$ cat config.mk
export PLATFORM = sky130hd
export DESIGN_NAME = fdtm_tap_addr
export DESIGN_NICKNAME = d
export VERILOG_FILES = /design/src/rtl/assert_macros.svh /design/src/rtl/fdtm_pkg.sv /design/src/rtl/fdtm_tap_addr.sv
export SDC_FILE = /design/constraint.sdc
export NUM_CORES = 1
export LEC_CHECK = 0
export BUFFER_PORTS_ARGS = -buffer_cell sky130_fd_sc_hd__clkbuf_2
export CAP_MARGIN = 25
export CELL_PAD_IN_SITES_DETAIL_PLACEMENT = 0
export CELL_PAD_IN_SITES_GLOBAL_PLACEMENT = 2
export CORE_UTILIZATION = 28
export DETAILED_ROUTE_END_ITERATION = 6
export PLACE_DENSITY = 0.86
export SETUP_SLACK_MARGIN = 0.05
export SLEW_MARGIN = 20
export SYNTH_ARGS = -nofsm -noshare
export SYNTH_HDL_FRONTEND = slang
export SYNTH_SLANG_ARGS = --single-unit
$ cat constraint.sdc
create_clock -name vclk -period 8
set_input_delay 1.6 -clock vclk [all_inputs]
set_output_delay 1.6 -clock vclk [all_outputs]
set_load 0.005 [all_outputs]
$ cat src/rtl/assert_macros.svh
// assertion macros used by the top rtl file
`ifndef ASSERT_MACROS_SVH
`define ASSERT_MACROS_SVH

`ifndef SYNTHESIS

// a condition that holds at every clock edge out of reset
`define FDTM_ASSERT(label, clk, rst, cond) \
   label: assert property (@(posedge clk) disable iff (rst) (cond)) \
      else $error("fdtm assertion failed");

// an implication checked in the same cycle
`define FDTM_ASSERT_IMP(label, clk, rst, ante, cons) \
   label: assert property (@(posedge clk) disable iff (rst) (ante) |-> (cons)) \
      else $error("fdtm implication failed");

// an implication checked in the next cycle
`define FDTM_ASSERT_NXT(label, clk, rst, ante, cons) \
   label: assert property (@(posedge clk) disable iff (rst) (ante) |=> (cons)) \
      else $error("fdtm next-cycle implication failed");

`else

`define FDTM_ASSERT(label, clk, rst, cond)
`define FDTM_ASSERT_IMP(label, clk, rst, ante, cons)
`define FDTM_ASSERT_NXT(label, clk, rst, ante, cons)

`endif

`endif

$ cat src/rtl/fdtm_pkg.sv
// types, constants and helper functions of the feedback delay two tap mix
package fdtm_pkg;

   localparam int SAMPLE_W  = 12;
   localparam int DELAY_W   = 17;
   localparam int GAIN_W    = 11;
   localparam int CSR_IDX_W = 2;
   localparam int PROD_W    = 24;
   localparam int SUM_W     = 25;
   localparam int FRAC_W    = 10;

   localparam logic [GAIN_W-1:0] UNIT         = 11'd1024;
   localparam logic [GAIN_W-1:0] GAIN_RESET   = 11'd1024;
   localparam logic [GAIN_W-1:0] SMOOTH_RESET = 11'd819;

   localparam logic [DELAY_W-1:0] MIN_DELAY        = 17'd24;
   localparam logic [DELAY_W-1:0] HALF_RATIO_LIMIT = 17'd768;

   localparam logic signed [SUM_W-1:0] SAMPLE_MAX = 25'sd2047;
   localparam logic signed [SUM_W-1:0] SAMPLE_MIN = -25'sd2048;

   // register indexes of the csr port
   localparam logic [CSR_IDX_W-1:0] CSR_INPUT_GAIN      = 2'd0;
   localparam logic [CSR_IDX_W-1:0] CSR_SMOOTHING_COEFF = 2'd1;

   typedef struct packed {
      logic signed [SAMPLE_W-1:0] audio_in;
      logic [DELAY_W-1:0]         delay_samples;
      logic [GAIN_W-1:0]          feedback_amount;
      logic [GAIN_W-1:0]          wet_amount;
      logic                       bypass;
      logic                       freeze;
   } req_type;

   typedef struct packed {
      logic signed [SAMPLE_W-1:0] out_first;
      logic signed [SAMPLE_W-1:0] out_second;
   } rsp_type;

   typedef enum logic [2:0] {
      ST_IDLE,
      ST_READ2,
      ST_MULT,
      ST_MIX,
      ST_SMOOTH,
      ST_OUT
   } state_type;

   // limit a gain-like value to one unit
   function automatic logic [GAIN_W-1:0] sat_unit(input logic [GAIN_W-1:0] v);
      return (v > UNIT) ? UNIT : v;
   endfunction

   // clip a wide signed value to the sample range
   function automatic logic signed [SAMPLE_W-1:0] sat_sample(
      input logic signed [SUM_W-1:0] v);
      logic signed [SUM_W-1:0] r;
      r = v;
      if (v > SAMPLE_MAX) r = SAMPLE_MAX;
      else if (v < SAMPLE_MIN) r = SAMPLE_MIN;
      return r[SAMPLE_W-1:0];
   endfunction

endpackage

$ cat src/rtl/fdtm_tap_addr.sv
// delay clamp and circular read addresses of the two taps
module fdtm_tap_addr #(
   parameter int STORE_DEPTH = 131072,
   localparam int AW = $clog2(STORE_DEPTH),
   localparam int CW = (AW > fdtm_pkg::DELAY_W) ? AW : fdtm_pkg::DELAY_W
) (
   input  logic [fdtm_pkg::DELAY_W-1:0] delay_samples,
   input  logic [AW-1:0]                write_index,
   output logic [AW-1:0]                addr_first,
   output logic [AW-1:0]                addr_second
);

   localparam logic [CW-1:0] DELAY_MAX = CW'(STORE_DEPTH - 1);
   localparam logic [CW-1:0] DELAY_MIN = CW'(fdtm_pkg::MIN_DELAY);
   localparam logic [CW-1:0] HALF_LIM  = CW'(fdtm_pkg::HALF_RATIO_LIMIT);
   localparam logic [AW:0]   DEPTH_X   = (AW+1)'(STORE_DEPTH);

   logic [CW-1:0]   delay_ext;
   logic [CW-1:0]   delay_clamped;
   logic [CW+1:0]   delay_triple;
   logic [CW-1:0]   delay_second;
   logic [AW:0]     diff_first;
   logic [AW:0]     diff_second;

   // clamp the main delay into the store
   always_comb begin
      delay_ext = CW'(delay_samples);
      if (delay_ext < DELAY_MIN) begin
         delay_clamped = DELAY_MIN;
      end else if (delay_ext > DELAY_MAX) begin
         delay_clamped = DELAY_MAX;
      end else begin
         delay_clamped = delay_ext;
      end
   end

   // second tap: half the delay for short delays, three quarters otherwise
   always_comb begin
      delay_triple = (CW+2)'(delay_clamped) + (CW+2)'({delay_clamped, 1'b0});
      if (delay_clamped <= HALF_LIM) begin
         delay_second = delay_clamped >> 1;
      end else begin
         delay_second = delay_triple[CW+1:2];
      end
   end

   // step back from the write index with wrap
   always_comb begin
      diff_first  = {1'b0, write_index} - {1'b0, delay_clamped[AW-1:0]};
      diff_second = {1'b0, write_index} - {1'b0, delay_second[AW-1:0]};
      if (diff_first[AW]) begin
         diff_first = diff_first + DEPTH_X;
      end
      if (diff_second[AW]) begin
         diff_second = diff_second + DEPTH_X;
      end
      addr_first  = diff_first[AW-1:0];
      addr_second = diff_second[AW-1:0];
   end

endmodule
# Word-level counts from Yosys, hierarchy flattened
# Cells that the tools add are included.
dict set report totals {
  register_bits 0
  inputBits 34
  output_inout_bits 34
}
dict set report classes {
  addsub 5
  n_lt_le_gt_ge 3
  muxes 5
}
# cell n
set ops {}
lappend ops {{17-bit 2-to-1 mux} 5}
lappend ops {{17-bit by 17-bit subtractor with 18-bit output} 2}
lappend ops {{17-bit by 1-bit adder with 17-bit output (second input constant)} 2}
lappend ops {{17-bit by 18-bit adder with 19-bit output} 1}
lappend ops {{17-bit greater-than comparator (second input constant)} 1}
lappend ops {{17-bit by 10-bit less-or-equal comparator with 1-bit output (second input constant)} 1}
lappend ops {{17-bit by 5-bit < comparator with 1-bit output (second input constant)} 1}

# Depth between registers and ports, before layout
dict set report depth {
  word_depth 8
  depth_mapped 21
  mapped_depth_nobuf 21
}

# Least setup slack after synthesis
# OpenSTA, ideal clock, no wires.
dict set report synth_path {
  path_type {input to output}
  from {input port delay_samples[12] (netlist name)}
  to {output port addr_second[16]}
  arrival_time_ns 5.267
  required_ns 6.400
  setup_slack_ns 1.133
  cell_stages 19
  path_buffers 0
  path_cell_list {nor4_2 nand4_2 nand2_1 inv_1 ha_1 nor2b_1 o21a_1 o21a_1 o31a_1 o21a_1 or3_1 a31oi_1 ha_1 a21oi_1 nor2_1 a21oi_1 a31oi_1 xnor2_1 xnor2_1}
}
dict set report synth_between {
  elab_chain_cells 8
  word_cells_on_any_way 10
}
# element line_no
set synth_rtl {}
lappend synth_rtl {{from (decl)} fdtm_tap_addr.sv:7} ;# input logic [fdtm_pkg::DELAY_W-1:0] delay_samples,
lappend synth_rtl {{17-bit greater-than comparator} fdtm_tap_addr.sv:30} ;# end else if (delay_ext > DELAY_MAX) begin
lappend synth_rtl {{17-bit 2-to-1 mux} fdtm_tap_addr.sv:30}
lappend synth_rtl {{17-bit 2-to-1 mux (*)} fdtm_tap_addr.sv:28} ;# if (delay_ext < DELAY_MIN) begin
lappend synth_rtl {{17-bit by 18-bit adder with 19-bit output or 17-bit by 10-bit less-or-equal comparator with 1-bit output (tied branches)} {fdtm_tap_addr.sv:39, fdtm_tap_addr.sv:40}}
lappend synth_rtl {{17-bit 2-to-1 mux (*)} fdtm_tap_addr.sv:40} ;# if (delay_clamped <= HALF_LIM) begin
lappend synth_rtl {{17-bit by 17-bit subtractor with 18-bit output (*)} fdtm_tap_addr.sv:50} ;# diff_second = {1'b0, write_index} - {1'b0, delay_second[AW-1:0]};
lappend synth_rtl {{17-bit by 1-bit adder with 17-bit output} fdtm_tap_addr.sv:55} ;# diff_second = diff_second + DEPTH_X;
lappend synth_rtl {{17-bit 2-to-1 mux (*)} fdtm_tap_addr.sv:54} ;# if (diff_second[AW]) begin
lappend synth_rtl {{to (decl)} fdtm_tap_addr.sv:10} ;# output logic [AW-1:0] addr_second
# Every way passes the cells marked *; elsewhere a longest branch is shown, timed or not.

# Worst setup path in the final report
# Ends and elaborated chain as after synthesis.

==> qor.yml <==
outcome: "completed"
fin_ws_ns: 0.422
cp-start-kind: "primary input"
end_kind: "primary output"
finalSetupTns_ns: 0
critical_path.max_fanout: 7
drive_gt1_share_pct: 18.7
layout_common_cells: "68 x clkbuf_2, 61 x ha_1, 41 x a21oi_1"
nNetsFinal: 550
worst_ep_arrival_time_ns: 5.98
nFlopsAndLatches: 0
worstMarginPinSlew_ns: 0.591
synth_compound_area_share_pct: 27.1
hold_viol: 0
avgSynthCellArea_sq_um: 6.93
yosys_warnings: 0
seqCellArea_sq_um: 0
layout_commonest_cell: "clkbuf_2"
cts-resized-gates: 0
gp_congestion: 0.813
num_vias: 2819
max_slew_margin_pct: 60.3
wl_um: 7500
ys_types: 51
placed_area_sq_um: 3200
cellLeakagePower_nw: 1.60
crit_buf_inv: 3
crit_family: "compound AO/OA/AOI/OAI gates"
timing.max_cap.violations: 0
grt_usage_pct: 15.0
syn_area_sq_um: 2740
rsz0062_at_grt: "false"
synth_xor_area_share_pct: 11.2
drtAntennaViolNets: 0
slowest_delay_ns: 0.34
area_growth_pct: 17.4
path_cells: "clkbuf_2, nor4_2, nand4_2, nand2_2, inv_1, ha_1, nor2b_1, o21a_1, o21a_1, o31a_1, o21a_1, or3_1, a31oi_1, ha_1, a21oi_1, nor2_1, a21oi_1, a31oi_1, xnor2_1, xnor2_1, clkbuf_2"
wl_per_cell_um: 13.0
synthMuxAreaShare_pct: 0.730
antenna_found_initial: 0
ir_drop_mv: 0.0241
min-delay-start: "write_index[0]"
max_freq_mhz: 132
drt_iter0_drc: 65
final_area_sq_um: 3220
finalPower_w: 0.000386
grt_pass1_vias: 2701
die_area_sq_um: 10200
synth_top_family_by_area: "adder cells"
gr-total-overflow: 0
synth-simple-area-share_pct: 23.7
drt-pass1-iter-count: 4
avgViaCountPerCell: 4.87
required_ns: 6.40
die_y_um: 101
post-route-period-util_pct: 94.7
drc_errors: 0
slew_viol_final: 0
syn_inst: 396
cp_slowest_cell: "nor4_2"
worst_path_most_repeated_cell: "o21a_1"
ys_seq_area_share_pct: 0
hp-class: "in2out"
hpwl_um: 6780
core_area_sq_um: 9370
ios: 68
n_clock_buffer: 0
diodes: 0
critPathLaunch: "delay_samples[12]"
critPathKind: "in2out"
fin_util_pct: 34.4
die_x_um: 101
initial_core_util_pct: 29.3
fp-row-count: 35
grt_max_degree: 30
io_buffer_count: 68
synth_fa_ha_area_share_pct: 30.0
syn_nets: 494
cts_hold_buf: 0
grt_pass1_wl_um: 12600
min_period_ns: 7.58
preCtsSetupSlack_ns: 0.382
post_cts_buffers: 0
p_per_area_nw_per_um2: 120
setup_violations: 0
-- cells in the mapped netlist (2+ instances only) --
cell / n / area (sq um)
o21bai_1: 3 / 22.5
nor2_1: 37 / 139
or2_2: 2 / 12.5
clkbuf_1: 15 / 56.3
nor4_2: 3 / 37.5
a21boi_1: 2 / 15.0
nor3_1: 12 / 60.1
nor2b_1: 5 / 31.3
o21ai_1: 11 / 55.1
o211ai_1: 5 / 37.5
o21ai_0: 9 / 45.0
a311oi_1: 3 / 26.3
or3_1: 8 / 50.1
a21oi_2: 2 / 17.5
o31a_1: 2 / 17.5
nand3_1: 9 / 45.0
inv_1: 37 / 139
and2_1: 4 / 25.0
o21a_1: 9 / 67.6
a21oi_1: 41 / 205
o2111ai_1: 2 / 17.5
a31oi_1: 4 / 25.0
xor2_1: 10 / 87.6
ha_1: 61 / 763
a211o_1: 3 / 26.3
mux2i_1: 2 / 20.0
nand2b_1: 11 / 68.8
nand3b_1: 4 / 30.0
a21o_1: 8 / 60.1
nand2_1: 22 / 82.6
o22ai_1: 2 / 12.5
o41ai_1: 2 / 17.5
nand4_1: 2 / 12.5
xnor2_1: 25 / 219
fa_1: 3 / 60.1
-- layer usage --
layer	part of all wire [%]	track usage (%)	up-vias
li1	-	-	1524
met1	51	22.2	1253
met2	45	25.7	42
met3	3.5	0.485	0
met4	0	0	0
met5	0	0	-
-- area by class of cell --
cell class                      count  area (sq um)
Fill cell                        1053          6150
Multi-Input combinational cell    343          2570
Timing Repair Buffer               69           348
Tap cell                          129           161
Inverter                           38           143
-- final timing paths --
check                        endpoint  cells past startpoint
worst max-delay path  addr_second[16]                     21
worst min-delay path    addr_first[0]                      5
-- where the power goes --
part           switching (W)  internal, W  leakage, nW
clock network              0            0            0
registers                  0            0            0
logic               0.000209     0.000177         1.60
-- through the flow --
| stage | hold slack, ns | instances |
|---|---|---|
| 2_1_floorplan | 3.36 | 396 |
| 3_3_place_gp | 3.60 | 579 |
| 3_5_place_dp | 3.61 | 579 |
| 4_1_cts | 3.61 | 579 |
| 5_1_grt | 3.64 | 579 |
| 6_report | 3.61 | 579 |
-- cells by family after synthesis --
| group | Yosys count |
|---|---|
| simple gates | 126 |
| compound gates | 116 |
| fa+ha+maj | 64 |
| buf+inv | 53 |
| xor+xnor | 35 |
| mux | 2 |
Power figures use the tool's default switching activity.
